File: config.mk
export PLATFORM = sky130hd
export DESIGN_NAME = expression_comment_stripper_unit
export DESIGN_NICKNAME = d
export VERILOG_FILES = /design/src/hw/rtl/ecs_pkg.sv /design/src/hw/rtl/ecs_scanner.sv /design/src/hw/rtl/expression_comment_stripper_unit.sv
export SDC_FILE = /design/constraint.sdc
export NUM_CORES = 1
export LEC_CHECK = 0
export ABC_AREA = 1
export BUFFER_PORTS_ARGS = -buffer_cell sky130_fd_sc_hd__buf_2
export CAP_MARGIN = 10
export CORE_ASPECT_RATIO = 1.1
export CORE_MARGIN = 2
export CORE_UTILIZATION = 50
export CTS_CLUSTER_SIZE = 12
export DETAILED_ROUTE_END_ITERATION = 6
export PLACE_DENSITY = 0.79
export SYNTH_ARGS = -nofsm -noshare
export SYNTH_HDL_FRONTEND = slang
export SYNTH_SLANG_ARGS = --single-unit
File: constraint.sdc
create_clock -name clk -period 11.1 [get_ports clk]
set_clock_uncertainty 0.15 [all_clocks]
set_input_delay 2.22 -clock clk [delete_from_list [all_inputs] [get_ports clk]]
set_output_delay 2.22 -clock clk [all_outputs]
set_load 0.01 [all_outputs]
File: src/hw/rtl/ecs_pkg.sv
// ----------------------------------------------------------------------------
// ecs_pkg
// Shared beat types, character codes and constant expansion strings for the
// expression comment stripper.
// ----------------------------------------------------------------------------
package ecs_pkg;

  typedef struct packed {
    logic [7:0] in_char;
    logic       end_of_text;
  } in_beat_t;

  typedef struct packed {
    logic [7:0] out_char;
    logic       has_char;
    logic       last_of_run;
    logic       text_done;
  } out_beat_t;

  typedef enum logic [1:0] {
    CST_NONE,
    CST_PI,
    CST_E,
    CST_PHI
  } cst_t;

  // byte burst produced by one input beat: up to four literal bytes or one
  // constant expansion
  typedef struct packed {
    logic [3:0][7:0] bytes;
    logic [2:0]      nbytes;
    cst_t            cst;
    logic            has_char;
    logic            eot;
  } burst_t;

  localparam logic [7:0] CH_SLASH  = 8'h2F;
  localparam logic [7:0] CH_STAR   = 8'h2A;
  localparam logic [7:0] CH_DOLLAR = 8'h24;
  localparam logic [7:0] CH_CR     = 8'h0D;
  localparam logic [7:0] CH_LF     = 8'h0A;
  localparam logic [7:0] CH_TAB    = 8'h09;
  localparam logic [7:0] CH_SPACE  = 8'h20;
  localparam logic [7:0] CH_LOW_P  = 8'h70;
  localparam logic [7:0] CH_LOW_E  = 8'h65;
  localparam logic [7:0] CH_LOW_I  = 8'h69;
  localparam logic [7:0] CH_LOW_H  = 8'h68;
  localparam logic [7:0] CASE_BIT  = 8'h20;

  localparam int PI_LEN  = 17;
  localparam int E_LEN   = 10;
  localparam int PHI_LEN = 10;

  localparam logic [8*PI_LEN-1:0]  PI_STR  = "3.141592653589793";
  localparam logic [8*E_LEN-1:0]   E_STR   = "2.71828183";
  localparam logic [8*PHI_LEN-1:0] PHI_STR = "1.61803399";

  function automatic logic [4:0] const_len(cst_t sel);
    logic [4:0] len;
    len = '0;
    case (sel)
      CST_PI:  len = 5'(PI_LEN);
      CST_E:   len = 5'(E_LEN);
      CST_PHI: len = 5'(PHI_LEN);
      default: len = '0;
    endcase
    return len;
  endfunction

  // first character of each string sits in the top byte
  function automatic logic [7:0] const_char(cst_t sel, logic [4:0] idx);
    logic [7:0] ch;
    ch = '0;
    case (sel)
      CST_PI:  if (idx < 5'(PI_LEN))  ch = PI_STR[8*(PI_LEN-1-int'(idx)) +: 8];
      CST_E:   if (idx < 5'(E_LEN))   ch = E_STR[8*(E_LEN-1-int'(idx)) +: 8];
      CST_PHI: if (idx < 5'(PHI_LEN)) ch = PHI_STR[8*(PHI_LEN-1-int'(idx)) +: 8];
      default: ch = '0;
    endcase
    return ch;
  endfunction

endpackage

File: src/hw/rtl/ecs_scanner.sv
// ----------------------------------------------------------------------------
// ecs_scanner
// Lexical scan state machine: turns one source byte into a byte burst and
// advances the scan mode when the beat is consumed.
// ----------------------------------------------------------------------------
module ecs_scanner (
  input  logic             clk,
  input  logic             rst_n,
  input  logic             step,
  input  ecs_pkg::in_beat_t beat,
  output ecs_pkg::burst_t  burst
);

  typedef enum logic [2:0] {
    MODE_NORMAL,
    MODE_SLASH,
    MODE_LINE,
    MODE_BLOCK,
    MODE_BSTAR,
    MODE_DOLLAR,
    MODE_DP,
    MODE_DPH
  } mode_t;

  mode_t      mode_r, mode_nxt;
  logic [7:0] held_p_r, held_p_nxt;
  logic [7:0] held_h_r, held_h_nxt;

  logic [7:0]      c;
  logic [7:0]      lc;
  logic            do_plain;
  logic [2:0]      cnt;
  logic [3:0][7:0] bytes;
  ecs_pkg::cst_t   cst;
  logic            has_char;

  assign c  = beat.in_char;
  assign lc = c | ecs_pkg::CASE_BIT;

  always_comb begin
    mode_nxt   = mode_r;
    held_p_nxt = held_p_r;
    held_h_nxt = held_h_r;
    do_plain   = 1'b0;
    cnt        = '0;
    bytes      = '0;
    cst        = ecs_pkg::CST_NONE;
    has_char   = 1'b1;

    unique case (mode_r)
      MODE_NORMAL: begin
        do_plain = 1'b1;
      end
      MODE_SLASH: begin
        if (c == ecs_pkg::CH_SLASH) begin
          mode_nxt = MODE_LINE;
        end else if (c == ecs_pkg::CH_STAR) begin
          mode_nxt = MODE_BLOCK;
        end else begin
          bytes[cnt[1:0]] = ecs_pkg::CH_SLASH;
          cnt = cnt + 3'd1;
          do_plain = 1'b1;
        end
      end
      MODE_LINE: begin
        if (c == ecs_pkg::CH_CR || c == ecs_pkg::CH_LF) begin
          bytes[cnt[1:0]] = ecs_pkg::CH_SPACE;
          cnt = cnt + 3'd1;
          mode_nxt = MODE_NORMAL;
        end
      end
      MODE_BLOCK: begin
        if (c == ecs_pkg::CH_STAR) mode_nxt = MODE_BSTAR;
      end
      MODE_BSTAR: begin
        if (c == ecs_pkg::CH_SLASH) begin
          mode_nxt = MODE_NORMAL;
        end else if (c != ecs_pkg::CH_STAR) begin
          mode_nxt = MODE_BLOCK;
        end
      end
      MODE_DOLLAR: begin
        if (lc == ecs_pkg::CH_LOW_P) begin
          held_p_nxt = c;
          mode_nxt = MODE_DP;
        end else if (lc == ecs_pkg::CH_LOW_E) begin
          cst = ecs_pkg::CST_E;
          mode_nxt = MODE_NORMAL;
        end else begin
          bytes[cnt[1:0]] = ecs_pkg::CH_DOLLAR;
          cnt = cnt + 3'd1;
          do_plain = 1'b1;
        end
      end
      MODE_DP: begin
        if (lc == ecs_pkg::CH_LOW_I) begin
          cst = ecs_pkg::CST_PI;
          mode_nxt = MODE_NORMAL;
        end else if (lc == ecs_pkg::CH_LOW_H) begin
          held_h_nxt = c;
          mode_nxt = MODE_DPH;
        end else begin
          bytes[cnt[1:0]] = ecs_pkg::CH_DOLLAR;
          cnt = cnt + 3'd1;
          bytes[cnt[1:0]] = held_p_r;
          cnt = cnt + 3'd1;
          do_plain = 1'b1;
        end
      end
      MODE_DPH: begin
        if (lc == ecs_pkg::CH_LOW_I) begin
          cst = ecs_pkg::CST_PHI;
          mode_nxt = MODE_NORMAL;
        end else begin
          bytes[cnt[1:0]] = ecs_pkg::CH_DOLLAR;
          cnt = cnt + 3'd1;
          bytes[cnt[1:0]] = held_p_r;
          cnt = cnt + 3'd1;
          bytes[cnt[1:0]] = held_h_r;
          cnt = cnt + 3'd1;
          do_plain = 1'b1;
        end
      end
    endcase

    // the byte that broke a match, or any byte in normal mode
    if (do_plain) begin
      mode_nxt = MODE_NORMAL;
      if (c == ecs_pkg::CH_SLASH) begin
        mode_nxt = MODE_SLASH;
      end else if (c == ecs_pkg::CH_DOLLAR) begin
        mode_nxt = MODE_DOLLAR;
      end else if (c == ecs_pkg::CH_CR || c == ecs_pkg::CH_LF || c == ecs_pkg::CH_TAB) begin
        bytes[cnt[1:0]] = ecs_pkg::CH_SPACE;
        cnt = cnt + 3'd1;
      end else begin
        bytes[cnt[1:0]] = c;
        cnt = cnt + 3'd1;
      end
    end

    // end of text flushes a pending partial match
    if (beat.end_of_text) begin
      case (mode_nxt)
        MODE_SLASH: begin
          bytes[cnt[1:0]] = ecs_pkg::CH_SLASH;
          cnt = cnt + 3'd1;
        end
        MODE_DOLLAR: begin
          bytes[cnt[1:0]] = ecs_pkg::CH_DOLLAR;
          cnt = cnt + 3'd1;
        end
        MODE_DP: begin
          bytes[cnt[1:0]] = ecs_pkg::CH_DOLLAR;
          cnt = cnt + 3'd1;
          bytes[cnt[1:0]] = held_p_nxt;
          cnt = cnt + 3'd1;
        end
        MODE_DPH: begin
          bytes[cnt[1:0]] = ecs_pkg::CH_DOLLAR;
          cnt = cnt + 3'd1;
          bytes[cnt[1:0]] = held_p_nxt;
          cnt = cnt + 3'd1;
          bytes[cnt[1:0]] = held_h_nxt;
          cnt = cnt + 3'd1;
        end
        default: begin
        end
      endcase
      mode_nxt = MODE_NORMAL;
      // empty end marker
      if (cnt == 3'd0 && cst == ecs_pkg::CST_NONE) begin
        cnt = 3'd1;
        bytes[0] = '0;
        has_char = 1'b0;
      end
    end

    burst.bytes    = bytes;
    burst.nbytes   = cnt;
    burst.cst      = cst;
    burst.has_char = has_char;
    burst.eot      = beat.end_of_text;
  end

  always_ff @(posedge clk) begin
    if (!rst_n) begin
      mode_r <= MODE_NORMAL;
    end else if (step) begin
      mode_r   <= mode_nxt;
      held_p_r <= held_p_nxt;
      held_h_r <= held_h_nxt;
    end
  end

endmodule

File: src/hw/rtl/expression_comment_stripper_unit.sv
// ----------------------------------------------------------------------------
// expression_comment_stripper_unit
// Strips line and block comments, maps CR/LF/TAB to space and expands $PI,
// $E and $PHI in a byte stream of expression text.
// Path: input register, byte emitter, output register, in that order.
// Throughput: one input beat per cycle while each beat yields at most one
// byte and out_stall is low; an n-byte beat holds the byte emitter until
// all n bytes are out (up to 17 for $PI), beats yielding nothing never wait.
// Reset: synchronous active-low rst_n empties all stages, scan mode normal.
// ----------------------------------------------------------------------------
module expression_comment_stripper_unit (
  input  logic               clk,
  input  logic               rst_n,
  input  logic               in_valid,
  output logic               in_stall,
  input  ecs_pkg::in_beat_t  in_beat,
  output logic               out_valid,
  input  logic               out_stall,
  output ecs_pkg::out_beat_t out_beat
);

  // input register
  logic              in_valid_r;
  ecs_pkg::in_beat_t in_beat_r;

  // byte emitter
  logic            burst_valid_r;
  ecs_pkg::burst_t burst_r;
  logic [4:0]      idx_r;
  logic [4:0]      total_r;

  // output register
  logic               out_valid_r;
  ecs_pkg::out_beat_t out_beat_r;

  ecs_pkg::burst_t desc;
  logic [4:0]      total;
  logic            needs_burst;
  logic            step;
  logic            out_load;
  logic            burst_pop;
  logic            burst_last;
  logic            burst_free;
  logic            in_accept;
  logic [7:0]      cur_char;

  ecs_scanner u_scanner (
    .clk   (clk),
    .rst_n (rst_n),
    .step  (step),
    .beat  (in_beat_r),
    .burst (desc)
  );

  assign total = (desc.cst != ecs_pkg::CST_NONE) ? ecs_pkg::const_len(desc.cst)
                                                 : {2'b00, desc.nbytes};
  assign needs_burst = (total != 5'd0);

  assign out_load   = !out_valid_r || !out_stall;
  assign burst_last = (idx_r == 5'(total_r - 5'd1));
  assign burst_pop  = burst_valid_r && out_load;
  assign burst_free = !burst_valid_r || (burst_pop && burst_last);
  // beats that emit nothing only update the scan mode
  assign step       = in_valid_r && (!needs_burst || burst_free);
  assign in_stall   = in_valid_r && !step;
  assign in_accept  = in_valid && !in_stall;

  assign cur_char = (burst_r.cst != ecs_pkg::CST_NONE)
                    ? ecs_pkg::const_char(burst_r.cst, idx_r)
                    : burst_r.bytes[idx_r[1:0]];

  always_ff @(posedge clk) begin
    if (!rst_n) begin
      in_valid_r    <= 1'b0;
      burst_valid_r <= 1'b0;
      out_valid_r   <= 1'b0;
    end else begin
      if (in_accept) begin
        in_valid_r <= 1'b1;
        in_beat_r  <= in_beat;
      end else if (step) begin
        in_valid_r <= 1'b0;
      end

      if (step && needs_burst) begin
        burst_valid_r <= 1'b1;
        burst_r       <= desc;
        total_r       <= total;
        idx_r         <= '0;
      end else if (burst_pop && burst_last) begin
        burst_valid_r <= 1'b0;
      end else if (burst_pop) begin
        idx_r <= idx_r + 5'd1;
      end

      if (out_load) begin
        out_valid_r <= burst_valid_r;
        if (burst_valid_r) begin
          out_beat_r.out_char    <= cur_char;
          out_beat_r.has_char    <= burst_r.has_char;
          out_beat_r.last_of_run <= burst_last;
          out_beat_r.text_done   <= burst_last && burst_r.eot;
        end
      end
    end
  end

  assign out_valid = out_valid_r;
  assign out_beat  = out_beat_r;

`ifndef ASSERT_OFF
  a_idx_in_range: assert property (@(posedge clk) disable iff (!rst_n)
    burst_valid_r |-> (idx_r < total_r))
    else $error("burst index past burst length");

  a_burst_nonempty: assert property (@(posedge clk) disable iff (!rst_n)
    burst_valid_r |-> (total_r != 5'd0))
    else $error("empty burst loaded");

  a_marker_is_final: assert property (@(posedge clk) disable iff (!rst_n)
    (out_valid_r && !out_beat_r.has_char) |->
      (out_beat_r.last_of_run && out_beat_r.text_done))
    else $error("end marker not flagged as final beat");

  a_done_is_last: assert property (@(posedge clk) disable iff (!rst_n)
    (out_valid_r && out_beat_r.text_done) |-> out_beat_r.last_of_run)
    else $error("text_done without last_of_run");

  a_stall_needs_beat: assert property (@(posedge clk) disable iff (!rst_n)
    in_stall |-> (in_valid_r && burst_valid_r))
    else $error("input stalled with nothing pending");
`endif

endmodule

Yosys cells after proc, flatten, opt, wreduce, memory -nomap -nowiden
Cells that the tools add are included.
- eq/ne operators: 30
- multiplexer cells: 95
- order comparisons: 11
- add/subtract/negate cells: 8
- shift operators: 3
- reductions and logical operators: 39
- bitwise logic cells: 9
- operators with widths (kind ; number):
    32-bit 2-to-1 mux ; 5
    80-bit by 9-bit indexed part select with 8-bit output (first input constant) ; 2
    8-bit 2-to-1 mux ; 17
    136-bit by 9-bit indexed part select with 8-bit output (first input constant) ; 1
    32-bit one-hot mux with 4 select lines ; 1
    32-bit bitwise mux ; 3
    3-bit 2-to-1 mux ; 24
    8-bit demux with 2-bit select ; 4
    8-bit one-hot mux with 5 select lines ; 1
    16-bit 2-to-1 mux ; 2
    21-bit by 28-bit AND with 28-bit output ; 1
    7-bit by 6-bit == test with 1-bit output (second input constant) ; 4
    28-bit inverter ; 1
    24-bit AND ; 1
    8-bit by 4-bit == test with 1-bit output (second input constant) ; 3
    8-bit by 6-bit == test with 1-bit output (second input constant) ; 3
    24-bit 2-to-1 mux ; 1
    6-bit 2-to-1 mux ; 4
    24-bit inverter ; 1
    8-bit one-hot mux with 3 select lines ; 1
    3-bit == test (second input constant) ; 7
    3-bit one-hot mux with 7 select lines ; 1
    20-bit OR ; 1
    8-bit binary-select mux with 2-bit select ; 1
    39 further kinds ; 105
- input port bits: 13
- flip-flop bits (word level): 88
- logic and storage cells: 216

Longest topological paths before layout
- depth in word-level cells: 27
- gate-level depth with buffers: 29

By module
A second synthesis with hierarchy kept.
- cells, all modules: 1051
- area, all modules: 7201.9 µm²
- modules (own cells, without submodules) (module ; cells each ; instances ; seq. area each (µm²) ; area each (µm²)):
    ecs_scanner ; 699 ; 1 ; 540.5 ; 3821.2
    expression_comment_stripper_unit ; 352 ; 1 ; 2042.0 ; 3380.7

Worst setup path before layout
No wires, ideal clock.
- path type: register to output
- start point: register in_beat_r[8] (netlist name)
- end point: output port in_stall
- slack: 5.333 ns
- stages on the path, launching flop included: 23
- required time: 8.730 ns
- arrival time: 3.397 ns
- cell sequence: edfxtp_1 > inv_2 > nand2_2 > nor2_4 > nand2_2 > nand3_2 > nand2_1 > nor2_2 > ha_1 > nor2_1 > a21oi_1 > ha_1 > clkbuf_1 > nor2_1 > a211oi_1 > a21oi_1 > nand2_1 > o21ai_0 > nand3_1 > nor2_2 > nand3_4 > nand3_1 > inv_1
- cells in the longest elaborated chain, start to end: 24
- ends and longest elaborated chain (what ; line ; source):
    from (decl) ; expression_comment_stripper_unit.sv:24 ; ecs_pkg::in_beat_t in_beat_r;
    from (signal assigned) ; expression_comment_stripper_unit.sv:80 ; in_beat_r <= in_beat;
    8-bit by 6-bit == test with 1-bit output (tied with other cells) ; ecs_scanner.sv:57, ecs_scanner.sv:73 ;
    1-bit 2-to-1 mux (tied with other cells) ; ecs_scanner.sv:57 ; end else if (c == ecs_pkg::CH_STAR) begin
    3-bit 2-to-1 mux (tied with other cells) ; ecs_scanner.sv:55 ; if (c == ecs_pkg::CH_SLASH) begin
    3-bit one-hot mux with 5 select lines ; ecs_scanner.sv:50 ; unique case (mode_r)
    3-bit by 1-bit adder with 3-bit output ; ecs_scanner.sv:135, ecs_scanner.sv:138 ;
    3-bit 2-to-1 mux ; ecs_scanner.sv:131 ; end else if (c == ecs_pkg::CH_DOLLAR) begin
    3-bit 2-to-1 mux ; ecs_scanner.sv:129 ; if (c == ecs_pkg::CH_SLASH) begin
    3-bit 2-to-1 mux ; ecs_scanner.sv:127 ; if (do_plain) begin
    (+8 left out) ; - ;
    3-bit 2-to-1 mux ; ecs_scanner.sv:143 ; if (beat.end_of_text) begin
    5-bit 2-to-1 mux (*) ; expression_comment_stripper_unit.sv:55 ; assign total = (desc.cst != ecs_pkg::CST_NONE) ? ecs_pkg::const_len(desc.cst)
    5-bit nonzero test (*) ; expression_comment_stripper_unit.sv:57 ; assign needs_burst = (total != 5'd0);
    1-bit logical NOT (*) ; expression_comment_stripper_unit.sv:64 ; assign step = in_valid_r && (!needs_burst || burst_free);
    1-bit logical OR (*) ; expression_comment_stripper_unit.sv:64 ;
    1-bit logical AND (*) ; expression_comment_stripper_unit.sv:64 ;
    1-bit logical NOT (*) ; expression_comment_stripper_unit.sv:65 ; assign in_stall = in_valid_r && !step;
    1-bit logical AND (*) ; expression_comment_stripper_unit.sv:65 ;
    to (decl) ; expression_comment_stripper_unit.sv:15 ; output logic in_stall,
Every way passes the cells marked *; elsewhere a longest branch is shown, timed or not. The select of a mux whose other input is x is not followed.

Worst setup path in the final report
- start point: register u_scanner.mode_r[1]
- end point: output port in_stall
- cells in the longest elaborated chain, start to end: 22
- ends and longest elaborated chain (what ; line ; source):
    from (decl) ; ecs_scanner.sv:25 ; mode_t mode_r, mode_nxt;
    from (signal assigned) ; ecs_scanner.sv:190 ; mode_r <= mode_nxt;
    3-bit == test (tied with other cells) ; ecs_scanner.sv:50 ;
    3-bit one-hot mux with 5 select lines ; ecs_scanner.sv:50 ;
    3-bit by 1-bit adder with 3-bit output ; ecs_scanner.sv:135, ecs_scanner.sv:138 ;
    3-bit 2-to-1 mux ; ecs_scanner.sv:131 ;
    3-bit 2-to-1 mux ; ecs_scanner.sv:129 ;
    3-bit 2-to-1 mux ; ecs_scanner.sv:127 ;
    3-bit by 1-bit adder with 3-bit output ; - ;
    3-bit by 1-bit adder with 3-bit output ; ecs_scanner.sv:157, ecs_scanner.sv:163 ;
    (+6 left out) ; - ;
    3-bit 2-to-1 mux ; ecs_scanner.sv:143 ;
    5-bit 2-to-1 mux (*) ; expression_comment_stripper_unit.sv:55 ;
    5-bit nonzero test (*) ; expression_comment_stripper_unit.sv:57 ;
    1-bit logical NOT (*) ; expression_comment_stripper_unit.sv:64 ;
    1-bit logical OR (*) ; expression_comment_stripper_unit.sv:64 ;
    1-bit logical AND (*) ; expression_comment_stripper_unit.sv:64 ;
    1-bit logical NOT (*) ; expression_comment_stripper_unit.sv:65 ;
    1-bit logical AND (*) ; expression_comment_stripper_unit.sv:65 ;
Marks and branches as above.

==> results.txt <==
----------------------------------------------------
[Layout]
  Number of fillers in the final layout ... 1262
  Fin area ... 7140 um2
  Antenna fix cells ... 0
  Layout cells sized above 1 ... 0.112
  Syn-to-layout area delta ... 8.05%
  Multi-input gate area in the final layout ... around 3500 um2
  Sequential cell area in the final layout ... 2580 um2
  Layout Nets ... 940

[Route]
  Post-detailed-route via-to-cell ratio ... about 5.9
  Number of design rule violations left after detail routing ... 31
  Detail-routed net length per standard cell ... approximately 18 um
  Number of DRC markers in iteration 0 ... 780
  1st-pass router iterations ... 7
  Antenna-violating nets left ... 0
  DR vias ... 6399
  Total wire length after detailed routing ... between 15000 and 20000 um

[Global routing]
  Number of global-route vias before repair ... 6091
  Total global-route track usage ... 0.276
  Number of antenna violations at the first check in global routing ... 0
  Wire length of the first global-routing pass ... 30600 um
  Pin count of the biggest net entering global routing ... 42
  Overflow after GRT ... 0

[Synthesis]
  Post-Syn Area per Cell ... 7.36 um2
  Sequential fraction of the synthesis area ... 0.391
  Synthesized net count ... 925
  Number of flops mapped to enable cells by yosys ... just over 80
  Yosys top cell by area ... edfxtp_1
  Primary flip-flop cell chosen by synthesis mapping ... edfxtp_1
  Total of warnings raised by yosys ... 0
  Count of state elements after synthesis ... just under 90
  Area of the mapped netlist ... approximately 6600 um2
  Number of library cell types mapped by synthesis ... 47
  Cell types occupying the most area after synthesis ... edfxtp_1 37%, nand2_1 10%, o21ai_0 7.6%
  Synth top area share ... 0.373
  Gate Count Post-Synth ... 897
  Post-synth ARST share ... 0

[STA]
  Max-slew violation count ... 0
  Setup repair after global routing missed its margin ... no
  Final critical-path setup slack ... 3960 ps
  Final period demand of the worst path ... 7140 ps
  Total setup violations reported at the end of the flow ... 0
  Relative max-transition margin ... 0.315
  Actual slew at the worst max-slew pin ... 1020 ps
  FMAX ... 0.140 GHz
  Fin. Hold Viols ... 0
  Worst Hold Slack ... 298 ps
  Total Neg Setup Slack ... 0 ps
  Portion of the clock cycle consumed by the worst path in the final layout ... 0.644

[Clock tree]
  Root cell of the clock tree ... clkbuf_16
  CTS tree ... built
  CTS Sinks ... 88
  Number of buffers inserted by post-CTS setup repair ... 0
  Clock transition at the registers of the reported paths ... 70 ps
  Number of instances resized during post-cts repair ... 0
  CTS Buf Count ... 9
  # H-tree levels ... 3
  Quantity of hold-fixing buffers added after cts ... 0
  Buffer depth of the longest clock path ... 2
  Clk_lat worst skew ... 360 ps

[Die]
  Starting utilization of the core area ... 0.506
  Top Ports ... 26
  Chip Width ... 114 um
  Number of core rows ... 44
  Die ar. ... 14100 um2
  Die height ... 125 um
  Core Region ... 13000 um2

[Critical path]
  Buffers and inverters on the worst path ... 3
  Startpoint class of the critical path ... register
  R2r endpoint ... u_scanner.held_p_r[6]
  Series of cell instances along the critical path ... nand2_1 -> inv_1 -> nand2_2 -> nor2_4 -> ha_1 -> nor2_1 -> a21oi_1 -> ha_1 -> nor2_1 -> a211oi_1 -> a21oi_1 -> nand2_1 -> o21ai_0 -> nand3_1 -> nor2_2 -> nand3_4 -> nand3_1 -> inv_1 -> buf_2
  Worst r2r src ... u_scanner.mode_r[1]
  Worst path required time ... 8730 ps
  Worst reg-to-reg path cell count ... 19
  Worst R2R Setup Slack ... 5580 ps
  Startpoint of the worst setup timing path ... u_scanner.mode_r[1]
  Family with the most delay on the worst path ... simple AND/OR/NAND/NOR gates
  Kind of end point of the critical path ... output pin
  Arrival time of the worst setup path ... approximately 4800 ps
  Type of the worst setup path ... register to output pin
  Worst-path cell with the longest stage delay ... nor2_1
  Max incr delay on CP ... approximately 600 ps
  Crit path max fanout ... 19

[Status]
  Failing checks ... design-rule violations
  Outcome ... finished with violations

[Placed design]
  Quantity of I/O buffers inserted on ports ... 25
  Setup slack after placement ... 4460 ps
  Placer Congestion ... 1.01
  Placed cell areas ... 6860 um2
  Detail Placement HPWL ... 14300 um

[Power and ir drop]
  Worst VDD drop ... 59.4 uV
  Power density normalized to cell area ... between 150 and 200 nW/um2
  Leak ... approximately 3.0 nW

[Hold path]
  Hold WC Path Type ... register to register
  Hold endpoint ... out_beat[2]
  Worst Hold Launch ... burst_r[1]
  Hold Path Stages ... 0

[Run]
  Number of max-capacitance violations reported ... 0

----------------------------------------------------
==> cell families after synthesis <==
family,Yosys count,share of synthesized area
xor+xnor,10,0.0133
compound gates,217,0.187
simple gates,426,0.300
fa+ha+maj,15,0.0284
buf+inv,141,0.0809
flops,88,0.391
==> power breakdown <==
group          internal (mW)  total [mW]  switching (mW)
logic                  0.108       0.371           0.263
clock network          0.155       0.295           0.140
registers              0.397       0.413          0.0165
==> area by class of cell <==
| class | count | area share |
|---|---|---|
| tap | 161 | 0.0282 |
| inverter | 118 | 0.0621 |
| timing repair buffer | 27 | 0.0196 |
| clock inverter | 6 | 0.00701 |
| multi-input combinational | 668 | 0.489 |
| sequential | 88 | 0.362 |
| clock buffer | 10 | 0.0321 |
==> metrics by stage <==
step           power, mW  cells  utilization
3_5_place_dp       0.781   1062        0.526
2_1_floorplan      0.690    897            -
6_report            1.08   1078        0.547
5_1_grt             1.14   1078        0.547
4_1_cts             1.07   1078        0.547
3_3_place_gp       0.776   1062        0.526
==> worst reg2reg max path, stage by stage, from the launching register on <==
cell	delay, ps
dfxtp_1	510
nand2_1	130
inv_1	440
nand2_2	170
nor2_4	220
ha_1	270
nor2_1	190
a21oi_1	140
ha_1	470
nor2_1	600
a211oi_1	90
a21oi_1	140
nand2_1	80
o21ai_0	220
nand3_1	130
nor2_2	170
nand3_4	130
nand2_4	110
nand2_1	60
nor2_2	730
==> sequential cells by signal, indices dropped and copies added (netlist names) <==
signal / cells
u_scanner.mode_r: 3
total_r: 5
burst_valid_r: 1
out_valid: 1
out_beat: 11
in_valid_r: 1
idx_r: 5
in_beat_r: 9
burst_r: 36
u_scanner.held_h_r: 8
u_scanner.held_p_r: 8
==> placed cells by master, fill, tap and decap left out, types with 5 or more instances in the layout <==
| master | Yosys | final |
|---|---|---|
| xor2_1 | 8 | 8 |
| inv_2 | 11 | 11 |
| ha_1 | 15 | 15 |
| clkbuf_16 | 0 | 9 |
| nand2_1 | 181 | 181 |
| nand3_2 | 6 | 6 |
| nand3_1 | 58 | 58 |
| o211ai_1 | 8 | 8 |
| nand2_4 | 8 | 8 |
| o22ai_1 | 17 | 17 |
| or2_2 | 5 | 5 |
| edfxtp_1 | 82 | 82 |
| buf_2 | 1 | 25 |
| a31oi_1 | 22 | 22 |
| o21ai_0 | 100 | 100 |
| nor2_1 | 115 | 114 |
| nor2_2 | 6 | 7 |
| nor3_1 | 16 | 16 |
| inv_1 | 104 | 104 |
| dfxtp_1 | 6 | 6 |
| a211oi_1 | 6 | 6 |
| nor2_4 | 6 | 6 |
| nand2_2 | 12 | 12 |
| a21oi_1 | 42 | 42 |
==> how the worst max path moves through the flow <==
stage | endpoint | slack (ps) | cells past startpoint
global route | in_stall | 3520 | 24
detailed placement | in_stall | 4460 | 24
finish | in_stall | 3960 | 19
floorplan | in_stall | 5330 | 22
global placement | in_stall | 4640 | 26
CTS | in_stall | 4070 | 19
==> synth_stat cells, types with 6 or more instances <==
cell type	number
nand2_4	8
inv_2	11
dfxtp_1	6
nand3_1	58
nand3_2	6
nor3_1	16
xor2_1	8
nor2_4	6
a211oi_1	6
nor2_1	115
inv_1	104
o21ai_0	100
a21oi_1	42
nand2_2	12
o211ai_1	8
nand2_1	181
ha_1	15
o22ai_1	17
clkbuf_1	17
nor2_2	6
a31oi_1	22
edfxtp_1	82
==> per-layer routing <==
| layer | up-vias | global-route usage | wire [um] |
|---|---|---|---|
| met1 | 2915 | 0.348 | 7750 |
| li1 | 3089 | - | - |
| met5 | - | 0 | 0 |
| met3 | 87 | 0.0564 | 1560 |
| met4 | 0 | 0.145 | 967 |
| met2 | 308 | 0.443 | 8730 |
(Power assumes the default switching activity.)
